File: config.mk
export PLATFORM = sky130hd
export DESIGN_NAME = oile_prefix
export DESIGN_NICKNAME = d
export VERILOG_FILES = /design/src/hdl/oile_pkg.sv /design/src/hdl/oile_prefix.sv
export SDC_FILE = /design/constraint.sdc
export NUM_CORES = 1
export LEC_CHECK = 0
export ABC_CLOCK_PERIOD_IN_PS = 2450
export BUFFER_PORTS_ARGS = -buffer_cell sky130_fd_sc_hd__buf_2
export CAP_MARGIN = 10
export CORE_AREA = 10 10 188 190
export DETAILED_ROUTE_END_ITERATION = 8
export DIE_AREA = 0 0 198 200
export PLACE_DENSITY_LB_ADDON = 0.25
export SYNTH_ARGS = -nofsm -noshare
export SYNTH_HDL_FRONTEND = slang
export SYNTH_SLANG_ARGS = --single-unit
File: constraint.sdc
create_clock -name vclk -period 2.45
set_input_delay 0.1225 -clock vclk [all_inputs]
set_output_delay 0.1225 -clock vclk [all_outputs]
set_load 0.02 [all_outputs]
File: src/hdl/oile_pkg.sv
// ----------------------------------------------------------------------------
// oile_pkg
// Shared types, codes and helpers of the ordered integer list engine.
// ----------------------------------------------------------------------------
package oile_pkg;

   localparam int CAPACITY = 256;
   localparam int IDX_W    = $clog2(CAPACITY);
   localparam int CNT_W    = $clog2(CAPACITY + 1);
   localparam int CMP_W    = (CNT_W > 8) ? CNT_W : 8;
   localparam int LVL      = $clog2(CAPACITY);

   // request kinds
   localparam logic [2:0] KIND_INSERT = 3'd0;
   localparam logic [2:0] KIND_DELETE = 3'd1;
   localparam logic [2:0] KIND_READ   = 3'd2;
   localparam logic [2:0] KIND_FIND   = 3'd3;
   localparam logic [2:0] KIND_SORT   = 3'd4;
   localparam logic [2:0] KIND_MODE   = 3'd5;

   // order modes
   localparam logic [1:0] MODE_NONE = 2'd0;
   localparam logic [1:0] MODE_ASC  = 2'd1;
   localparam logic [1:0] MODE_DESC = 2'd2;
   localparam logic [1:0] MODE_BAD  = 2'd3;

   // status codes
   localparam logic [1:0] STAT_DONE  = 2'd0;
   localparam logic [1:0] STAT_MISS  = 2'd1;
   localparam logic [1:0] STAT_FULL  = 2'd2;

   // cell commands
   localparam logic [2:0] CMD_HOLD      = 3'd0;
   localparam logic [2:0] CMD_INSERT    = 3'd1;
   localparam logic [2:0] CMD_DELETE    = 3'd2;
   localparam logic [2:0] CMD_TRANSPOSE = 3'd3;
   localparam logic [2:0] CMD_TAG_INIT  = 3'd4;

   // compare keys for the transposition sort
   localparam logic [1:0] KEY_ASC  = 2'd1;
   localparam logic [1:0] KEY_DESC = 2'd2;
   localparam logic [1:0] KEY_TAG  = 2'd3;

   typedef struct packed {
      logic [2:0]         kind;
      logic signed [31:0] value;
      logic [7:0]         index;
      logic [1:0]         order;
   } req_type;

   typedef struct packed {
      logic [1:0]         status;
      logic signed [31:0] result_value;
      logic [8:0]         count;
   } rsp_type;

   typedef struct packed {
      logic [31:0]      data;
      logic [IDX_W-1:0] tag;
   } cell_word_type;

   typedef struct packed {
      logic [2:0]  cmd;
      logic [1:0]  key;
      logic [1:0]  mode;
      logic        phase;
      logic        match_eq;
      logic [31:0] value;
   } cell_ctl_type;

   // true when a sits left of b and the pair must swap
   function automatic logic out_of_order(input cell_word_type a, input cell_word_type b,
                                         input logic [1:0] key);
      logic res;
      case (key)
         KEY_ASC:  res = $signed(b.data) < $signed(a.data);
         KEY_DESC: res = $signed(a.data) < $signed(b.data);
         KEY_TAG:  res = a.tag < b.tag;
         default:  res = 1'b0;
      endcase
      return res;
   endfunction

endpackage

File: src/hdl/oile_prefix.sv
// ----------------------------------------------------------------------------
// oile_prefix
// Inclusive prefix OR across the cell row, head first, log-depth.
// ----------------------------------------------------------------------------
module oile_prefix (
   input  logic [oile_pkg::CAPACITY-1:0] vec,
   output logic [oile_pkg::CAPACITY-1:0] pre
);
   import oile_pkg::*;

   logic [CAPACITY-1:0] stg [0:LVL];

   always_comb begin
      stg[0] = vec;
      for (int l = 0; l < LVL; l++) begin
         for (int i = 0; i < CAPACITY; i++) begin
            if (i >= (1 << l)) stg[l+1][i] = stg[l][i] | stg[l][i - (1 << l)];
            else stg[l+1][i] = stg[l][i];
         end
      end
   end

   assign pre = stg[LVL];

endmodule

==> results.json <==
{
  "outcome": "finished with violations",
  "violations": "negative setup slack",
  "synth.net_count": 977,
  "drc": 0,
  "coreArea_sq_um": 31390,
  "die_x_um": 198,
  "grt_pass1_vias": 10757,
  "cp-start-kind": "input pin",
  "cp.arrival_ps": 2790,
  "place_hpwl_um": 42080,
  "ys_types": 37,
  "ctsHoldBuffers": 0,
  "period_share_pct": 118.8,
  "drt_pre_antenna_iters": 5,
  "required_ps": 2330,
  "max_freq_mhz": 343.5,
  "final_common_cell": "buf_4",
  "syn_inst": 721,
  "intPower_mw": 0.4386,
  "antenna_found_initial": 8,
  "finalHoldViolations": 0,
  "area_delta_synth_final_pct": 244.4,
  "routed_via_density": 4.724,
  "yosys_warnings": 0,
  "postPlaceCellArea_sq_um": 10790,
  "layout_common_cells": "buf_4 (385), buf_2 (329), buf_6 (230)",
  "seq_cell_count": 0,
  "maxCapViolCount": 0,
  "io_pins": 512,
  "syn_area_per_cell_sq_um": 5.548,
  "power_switching_share_pct": 46.31,
  "p_clk_share_pct": 0,
  "fin_crit_ps": 2911,
  "netSwitchingPower_mw": 0.3783,
  "wl_um": 47750,
  "setup_violations": 171,
  "layout.nets": 1943,
  "dieArea_sq_um": 39600,
  "yosysTopAreaCell": "nor4_1",
  "rows": 65,
  "drt_iter0_markers": 308,
  "total_power_mw": 0.8169,
  "initial_core_util_pct": 12.74,
  "die_h_um": 200,
  "drive_gt1_share_pct": 73.71,
  "n_fill_cell": 3301,
  "fin_setup_tns_ps": -41250,
  "holdWs_ps": 554.1,
  "irDropWorstVdd_uv": 41.89,
  "ant_nets": 0,
  "power_density_nw_per_um2": 59.31,
  "synth.area.top_cells": "nor4_1 (12%), nand2_1 (9.6%), or4_1 (9.4%)",
  "min_path_type": "input pin to output pin",
  "yosysSeqAreaShare_pct": 0,
  "rsz0062_at_grt": "true",
  "grtUsageTotal_pct": 22.14,
  "worst_pin_slew_ps": 791.7,
  "synth_area_sq_um": 4000,
  "port_buffers": 512,
  "place_congestion": 0.9367,
  "fin_ws_ps": -461.0,
  "synth_top_cell_area_share_pct": 12.36,
  "grt-ovfl-total": 0,
  "postLayoutCoreUtil_pct": 43.88,
  "combPwrFrac_pct": 100.0,
  "seqPwrFrac_pct": 0,
  "regArea_sq_um": 0,
  "n_clock_buffer": 0,
  "stdcell_area_sq_um": 13770,
  "p_leak_nw": 6.327,
  "vias": 9883,
  "grt_pass1_wl_um": 66740,
  "final_max_slew_viol_count": 0,
  "end_kind": "output pin",
  "grt_max_degree": 16,
  "slew_headroom_pct": 46.73,
  "cp_max_fo": 2,
  "path_class": "input pin to output pin",
  "wl_per_cell_um": 22.82
}
final timing paths:
path,cells after the start,startpoint,slack (ps),endpoint
setup / recovery,9,vec[104],-460,pre[228]
hold / removal,3,vec[23],550,pre[24]
power groups by stage:
stage | clock [mW] | combinational (mW) | sequential [mW]
2_1_floorplan | 0 | 0.125 | 0
3_3_place_gp | 0 | 0.754 | 0
3_5_place_dp | 0 | 0.755 | 0
4_1_cts | 0 | 0.795 | 0
5_1_grt | 0.000000220 | 0.880 | 0
6_report | 0.000000276 | 0.817 | 0
cell families after synthesis:
group / share of synthesized area (%)
buffers and inverters: 4.880
AND/OR/NAND/NOR: 95.12
routing by layer:
layer	up-vias	track usage, %	routed length [um]
li1	4737	-	-
met1	4696	21.72	16350
met2	404	45.59	26670
met3	44	6.112	4053
met4	2	2.933	662
met5	-	0	13
worst max-delay path, cell delays in order:
cell and delay [ps]:
buf_6 90, or4_4 540, or4_4 440, nor2_2 90, nand4_1 110, buf_4 180, or4_4 560, or4_4 510
buf_6 150
Yosys cell counts, types with 3 or more instances:
| cell | number |
|---|---|
| nand3b_1 | 12 |
| nand2_1 | 102 |
| or2_2 | 19 |
| or4_1 | 50 |
| buf_2 | 4 |
| inv_1 | 38 |
| or3_1 | 48 |
| or4b_1 | 3 |
| nor3b_1 | 9 |
| nor3_1 | 72 |
| nand3_1 | 73 |
| or4_4 | 5 |
| nor4_1 | 79 |
| nor4b_1 | 9 |
| nand4_1 | 37 |
| and3_1 | 9 |
| and2_1 | 6 |
| nand4b_1 | 9 |
| nand2b_1 | 14 |
| nor2_1 | 98 |
final cells by class:
cell class	instances	area (sq um)	area share [%]
timing repair buffer	971	7660	55.61
multi-input combinational	673	5405	39.24
tap	402	503.0	3.652
antenna	5	12.51	0.09083
inverter	41	193.9	1.408
repair_timing:
action	in CTS	in global routing
pin swaps	46	44
endpoints found under the setup margin	203	193
gates cloned	4	1
resized for setup	389	281
buffers inserted	41	31
stage by stage:
stage               setup WS (ps)  instances
floorplan                  -358.2        721
global placement           -755.4       2036
detailed placement         -805.4       2036
CTS                        -558.4       2072
global route               -544.7       2091
finish                     -461.0       2092
Note: power is estimated with default switching activity, not from simulation.
