## config.mk

```make
export PLATFORM = sky130hd
export DESIGN_NAME = oile_cell
export DESIGN_NICKNAME = d
export VERILOG_FILES = /design/src/hdl/oile_pkg.sv /design/src/hdl/oile_cell.sv
export SDC_FILE = /design/constraint.sdc
export NUM_CORES = 1
export LEC_CHECK = 0
export BUFFER_PORTS_ARGS = -buffer_cell sky130_fd_sc_hd__buf_2
export CAP_MARGIN = 20
export CORE_MARGIN = 4
export CORE_UTILIZATION = 30
export CTS_CLUSTER_SIZE = 30
export DETAILED_ROUTE_END_ITERATION = 10
export GPL_TIMING_DRIVEN = 0
export SLEW_MARGIN = 0
export SYNTH_ARGS = -nofsm -noshare
export SYNTH_HDL_FRONTEND = slang
export SYNTH_SLANG_ARGS = --single-unit
```

## constraint.sdc

```tcl
create_clock -name clock -period 7.8 [get_ports clock]
set_input_delay 1.56 -clock clock [delete_from_list [all_inputs] [get_ports clock]]
set_output_delay 1.56 -clock clock [all_outputs]
set_load 0.02 [all_outputs]
```

## src/hdl/oile_pkg.sv

```systemverilog
// ----------------------------------------------------------------------------
// oile_pkg
// Shared types, codes and helpers of the ordered integer list engine.
// ----------------------------------------------------------------------------
package oile_pkg;

   localparam int CAPACITY = 256;
   localparam int IDX_W    = $clog2(CAPACITY);
   localparam int CNT_W    = $clog2(CAPACITY + 1);
   localparam int CMP_W    = (CNT_W > 8) ? CNT_W : 8;
   localparam int LVL      = $clog2(CAPACITY);

   // request kinds
   localparam logic [2:0] KIND_INSERT = 3'd0;
   localparam logic [2:0] KIND_DELETE = 3'd1;
   localparam logic [2:0] KIND_READ   = 3'd2;
   localparam logic [2:0] KIND_FIND   = 3'd3;
   localparam logic [2:0] KIND_SORT   = 3'd4;
   localparam logic [2:0] KIND_MODE   = 3'd5;

   // order modes
   localparam logic [1:0] MODE_NONE = 2'd0;
   localparam logic [1:0] MODE_ASC  = 2'd1;
   localparam logic [1:0] MODE_DESC = 2'd2;
   localparam logic [1:0] MODE_BAD  = 2'd3;

   // status codes
   localparam logic [1:0] STAT_DONE  = 2'd0;
   localparam logic [1:0] STAT_MISS  = 2'd1;
   localparam logic [1:0] STAT_FULL  = 2'd2;

   // cell commands
   localparam logic [2:0] CMD_HOLD      = 3'd0;
   localparam logic [2:0] CMD_INSERT    = 3'd1;
   localparam logic [2:0] CMD_DELETE    = 3'd2;
   localparam logic [2:0] CMD_TRANSPOSE = 3'd3;
   localparam logic [2:0] CMD_TAG_INIT  = 3'd4;

   // compare keys for the transposition sort
   localparam logic [1:0] KEY_ASC  = 2'd1;
   localparam logic [1:0] KEY_DESC = 2'd2;
   localparam logic [1:0] KEY_TAG  = 2'd3;

   typedef struct packed {
      logic [2:0]         kind;
      logic signed [31:0] value;
      logic [7:0]         index;
      logic [1:0]         order;
   } req_type;

   typedef struct packed {
      logic [1:0]         status;
      logic signed [31:0] result_value;
      logic [8:0]         count;
   } rsp_type;

   typedef struct packed {
      logic [31:0]      data;
      logic [IDX_W-1:0] tag;
   } cell_word_type;

   typedef struct packed {
      logic [2:0]  cmd;
      logic [1:0]  key;
      logic [1:0]  mode;
      logic        phase;
      logic        match_eq;
      logic [31:0] value;
   } cell_ctl_type;

   // true when a sits left of b and the pair must swap
   function automatic logic out_of_order(input cell_word_type a, input cell_word_type b,
                                         input logic [1:0] key);
      logic res;
      case (key)
         KEY_ASC:  res = $signed(b.data) < $signed(a.data);
         KEY_DESC: res = $signed(a.data) < $signed(b.data);
         KEY_TAG:  res = a.tag < b.tag;
         default:  res = 1'b0;
      endcase
      return res;
   endfunction

endpackage

```

## src/hdl/oile_cell.sv

```systemverilog
// ----------------------------------------------------------------------------
// oile_cell
// One list slot: holds a value and a tag, compares against the broadcast
// value and trades words with its two neighbors.
// ----------------------------------------------------------------------------
module oile_cell (
   input  logic                      clock,
   input  oile_pkg::cell_ctl_type    ctl,
   input  logic [oile_pkg::IDX_W-1:0] cell_pos,
   input  logic                      valid,
   input  logic                      left_valid,
   input  logic                      right_valid,
   input  oile_pkg::cell_word_type   left_word,
   input  oile_pkg::cell_word_type   right_word,
   input  logic                      stop_self,
   input  logic                      stop_left,
   output oile_pkg::cell_word_type   word,
   output logic                      hit
);
   import oile_pkg::*;

   cell_word_type word_ff;
   cell_word_type word_in;
   logic          ins_cond;
   logic          is_left;
   logic          swap_r;
   logic          swap_l;

   assign word = word_ff;

   always_comb begin
      case (ctl.mode)
         MODE_ASC:  ins_cond = !($signed(ctl.value) < $signed(word_ff.data));
         MODE_DESC: ins_cond = !($signed(word_ff.data) < $signed(ctl.value));
         default:   ins_cond = 1'b1;
      endcase
      hit = ctl.match_eq ? (valid && (word_ff.data == ctl.value)) : !(valid && ins_cond);
   end

   assign is_left = (cell_pos[0] == ctl.phase);
   assign swap_r  = valid && right_valid && is_left &&
                    out_of_order(word_ff, right_word, ctl.key);
   assign swap_l  = valid && left_valid && !is_left &&
                    out_of_order(left_word, word_ff, ctl.key);

   always_comb begin
      word_in = word_ff;
      case (ctl.cmd)
         CMD_INSERT: begin
            if (stop_self) begin
               if (stop_left) word_in = left_word;
               else word_in = '{data: ctl.value, tag: word_ff.tag};
            end
         end
         CMD_DELETE: begin
            if (stop_self) word_in = right_word;
         end
         CMD_TRANSPOSE: begin
            if (swap_r) word_in = right_word;
            else if (swap_l) word_in = left_word;
         end
         CMD_TAG_INIT: word_in.tag = cell_pos;
         default: word_in = word_ff;
      endcase
   end

   always_ff @(posedge clock) begin
      word_ff <= word_in;
   end

endmodule

```

==> metrics <==
postcts setup bufs 0; CTS Buffer Depth 2; P_int 524 uW; Synth top area share 24.6%; TritonRoute pass-1 iters 5; initial core utilization 30.5%; Max Cap Viol 0; # IOs 176; Die X 146 um; global route overflow 0; Gate power share 41.3%; status completed; chip height 146 um; worst hold path type reg2reg; Syn Std Cell Area 5700 um^2; Sw Share 37.8%; Setup Skew 7.76 ps; vias per cell 5.22; initial antenna violation count 0; pin count of the biggest net entering global routing 14; post-CTS resize count 0; max FFs per register 40; input/output buffers 175; leakage 3.76 nW; routed vias 5876; Fin. Hold Viols 0; clock share of power 26.0%; Period minus WS final 5560 ps; setup slack, reg-to-reg 3490 ps; Seq/Total Area, Yosys 21.1%; HPWL Detailed 16600 um; filler instances 2003; Tot GR Track Use 18.5%; # DRC 0; Synth cell types 52; Critical Path End Type output pin; WL per Instance 18.0 um; worst relative slew slack 47.4%; layout cells sized above 1 24.1%; most common flop cell mapped by yosys edfxtp_1; post-route cell area 7060 um^2; area of the multi-input gates 3950 um^2; crit path kind in2out; 1st-iter DRT viols 330; Worst Tran Pin Value 789 ps; DP Area 6910 um^2; row cnt 50; largest area contributor in the netlist ha_1; GP Congestion 0.813; largest cells by area after synthesis ha_1 (25%), edfxtp_1 (21%), inv_1 (7.6%), o211a_1 (5.8%), nor2_1 (5.4%); Synth Instances 706; Flop pwr share 32.7%; startpoint types input port; syn_area_per_cell 8.07 um^2; final wirelength 20300 um; CTS tree done; final setup vio count 0; global-route wire length before repair 31600 um; Required @ worst endpoint 6240 ps; unrepaired setup endpoints after global routing no; Post-Syn Nets 953; Reg area 1200 um^2; WP data arrival 4000 ps; Antenna Cells 0; H-Tree Depth 2; Final Cycle Share 71.3%; number of synthesized flops with an enable pin 40; maximum VDD drop 76.6 uV; Total Power 843 uW; worst skew pair latency 300 ps; Post-DRT Antenna Nets 0; hold_buf cts 0; post-layout util 37.7%; Die Footprint 21300 um^2; Synth async-reset ratio 0%; core area 18700 um^2; clk sinks 40; P_sw 318 uW; Yosys warnings 0; worst-path maximum fanout 2; fmax 180 MHz; final net count 1138; CTS root buf clkbuf_16; vias in the first global route 5887; area growth from synthesis to layout 23.9%; FF+latch count, synth 40; Final Max Slew Viols 0; Cell Pwr Density 119 nW/um^2; cts bufs inserted 5; Reg clk slew, reported paths 60 ps
-- critical path, stage by stage --
cell,delay (ps)
buf_2,80
inv_1,50
ha_1,300
a21o_1,190
a221o_1,370
a221o_1,390
a21oi_1,170
a31oi_1,110
a211o_1,300
o21ai_0,260
buf_2,240
-- synthesized netlist by cell type, types with 2 or more instances --
master,count
a21oi_1,32
ha_1,112
nand3_1,24
o21bai_1,3
nor4_1,2
and3_1,6
mux2_2,2
o22ai_1,3
edfxtp_1,40
buf_2,4
nor3b_1,2
nand4_1,13
a22oi_1,8
o21ai_0,30
clkbuf_1,20
a31oi_1,4
a221o_1,2
o211ai_1,5
nand2b_1,7
buf_6,2
nor2_1,82
a21boi_0,4
a221oi_2,10
a31o_2,7
o211a_1,33
nor3_1,8
nor2b_1,7
inv_1,115
a221oi_1,24
a21o_1,12
nand2_1,55
a211o_1,4
o21a_1,2
a211oi_1,4
-- placed cells by master, fill, tap and decap left out, types with 2 or more instances in the layout --
cell       count
buf_2        179
inv_1        115
ha_1         112
nor2_1        82
nand2_1       55
edfxtp_1      40
o211a_1       33
a21oi_1       32
o21ai_0       30
nand3_1       24
a221oi_1      24
clkbuf_1      22
nand4_1       13
a21o_1        12
a221oi_2      10
nor3_1         8
a22oi_1        8
nand2b_1       7
nor2b_1        7
a31o_2         7
and3_1         6
o211ai_1       5
clkbuf_16      5
a211oi_1       4
a31oi_1        4
a211o_1        4
a21boi_0       4
o21bai_1       3
o22ai_1        3
nor4_1         2
mux2_2         2
o21a_1         2
buf_6          2
buf_4          2
nor3b_1        2
a221o_1        2
buf_8          2
-- cell type report --
cell class              instances  share of cell area, %
inverters                     115                   6.12
well taps                     234                   4.15
clock buffers                   7                   1.88
flip-flops and latches         40                   17.0
clock inverters                 1                 0.0532
multi-input cells             523                   56.0
plain buffers                  28                   1.83
repair buffers                178                   12.9
-- through the flow --
| step | cells | TNS (ps) | setup WS, ps | hold WS (ps) |
|---|---|---|---|---|
| 5_1_grt | 1126 | 0 | 2120 | 1370 |
| 4_1_cts | 1125 | 0 | 2270 | 1310 |
| 6_report | 1126 | 0 | 2240 | 1290 |
| 2_1_floorplan | 706 | 0 | 1400 | 1300 |
| 3_5_place_dp | 1117 | 0 | 2250 | 1280 |
| 3_3_place_gp | 1115 | -48730 | -1520 | 1300 |
-- worst paths after layout --
check	startpoint	end	cells past startpoint
setup / recovery	ctl[3]	hit	11
hold / removal	word[7]	word[0]	5
setup reg to reg	word[23]	word[27]	10
hold reg to reg	word[7]	word[0]	5
-- cells by family (layout without fill, tap and decap cells) --
family,after synthesis,in the layout,share of synthesized area [%]
multiplexers,3,3,0.571
buffers and inverters,143,329,9.84
AO/OA/AOI/OAI,198,198,27.4
adder cells (fa/ha/maj),112,112,24.6
XOR/XNOR,1,1,0.154
AND/OR/NAND/NOR,209,209,16.4
flip-flops,40,40,21.1
-- metal layers --
metal | vias up | track usage, % | wire length, um | part of all wire [%]
met5 | - | 0 | 0 | 0
met4 | 0 | 4.23 | 238 | 1.2
met3 | 16 | 3.67 | 1240 | 6.1
met2 | 193 | 30.7 | 9310 | 46
met1 | 2721 | 24.8 | 9480 | 47
li1 | 2946 | - | - | -
-- power groups by stage --
stage	Combinational [mW]	Sequential (mW)	Clock, mW
6_report	0.348	0.276	0.219
5_1_grt	0.392	0.278	0.230
4_1_cts	0.348	0.276	0.223
3_5_place_dp	0.345	0.280	0
3_3_place_gp	0.339	0.282	0
2_1_floorplan	0.198	0.295	0
No activity file was read; power rests on OpenSTA's default activity.
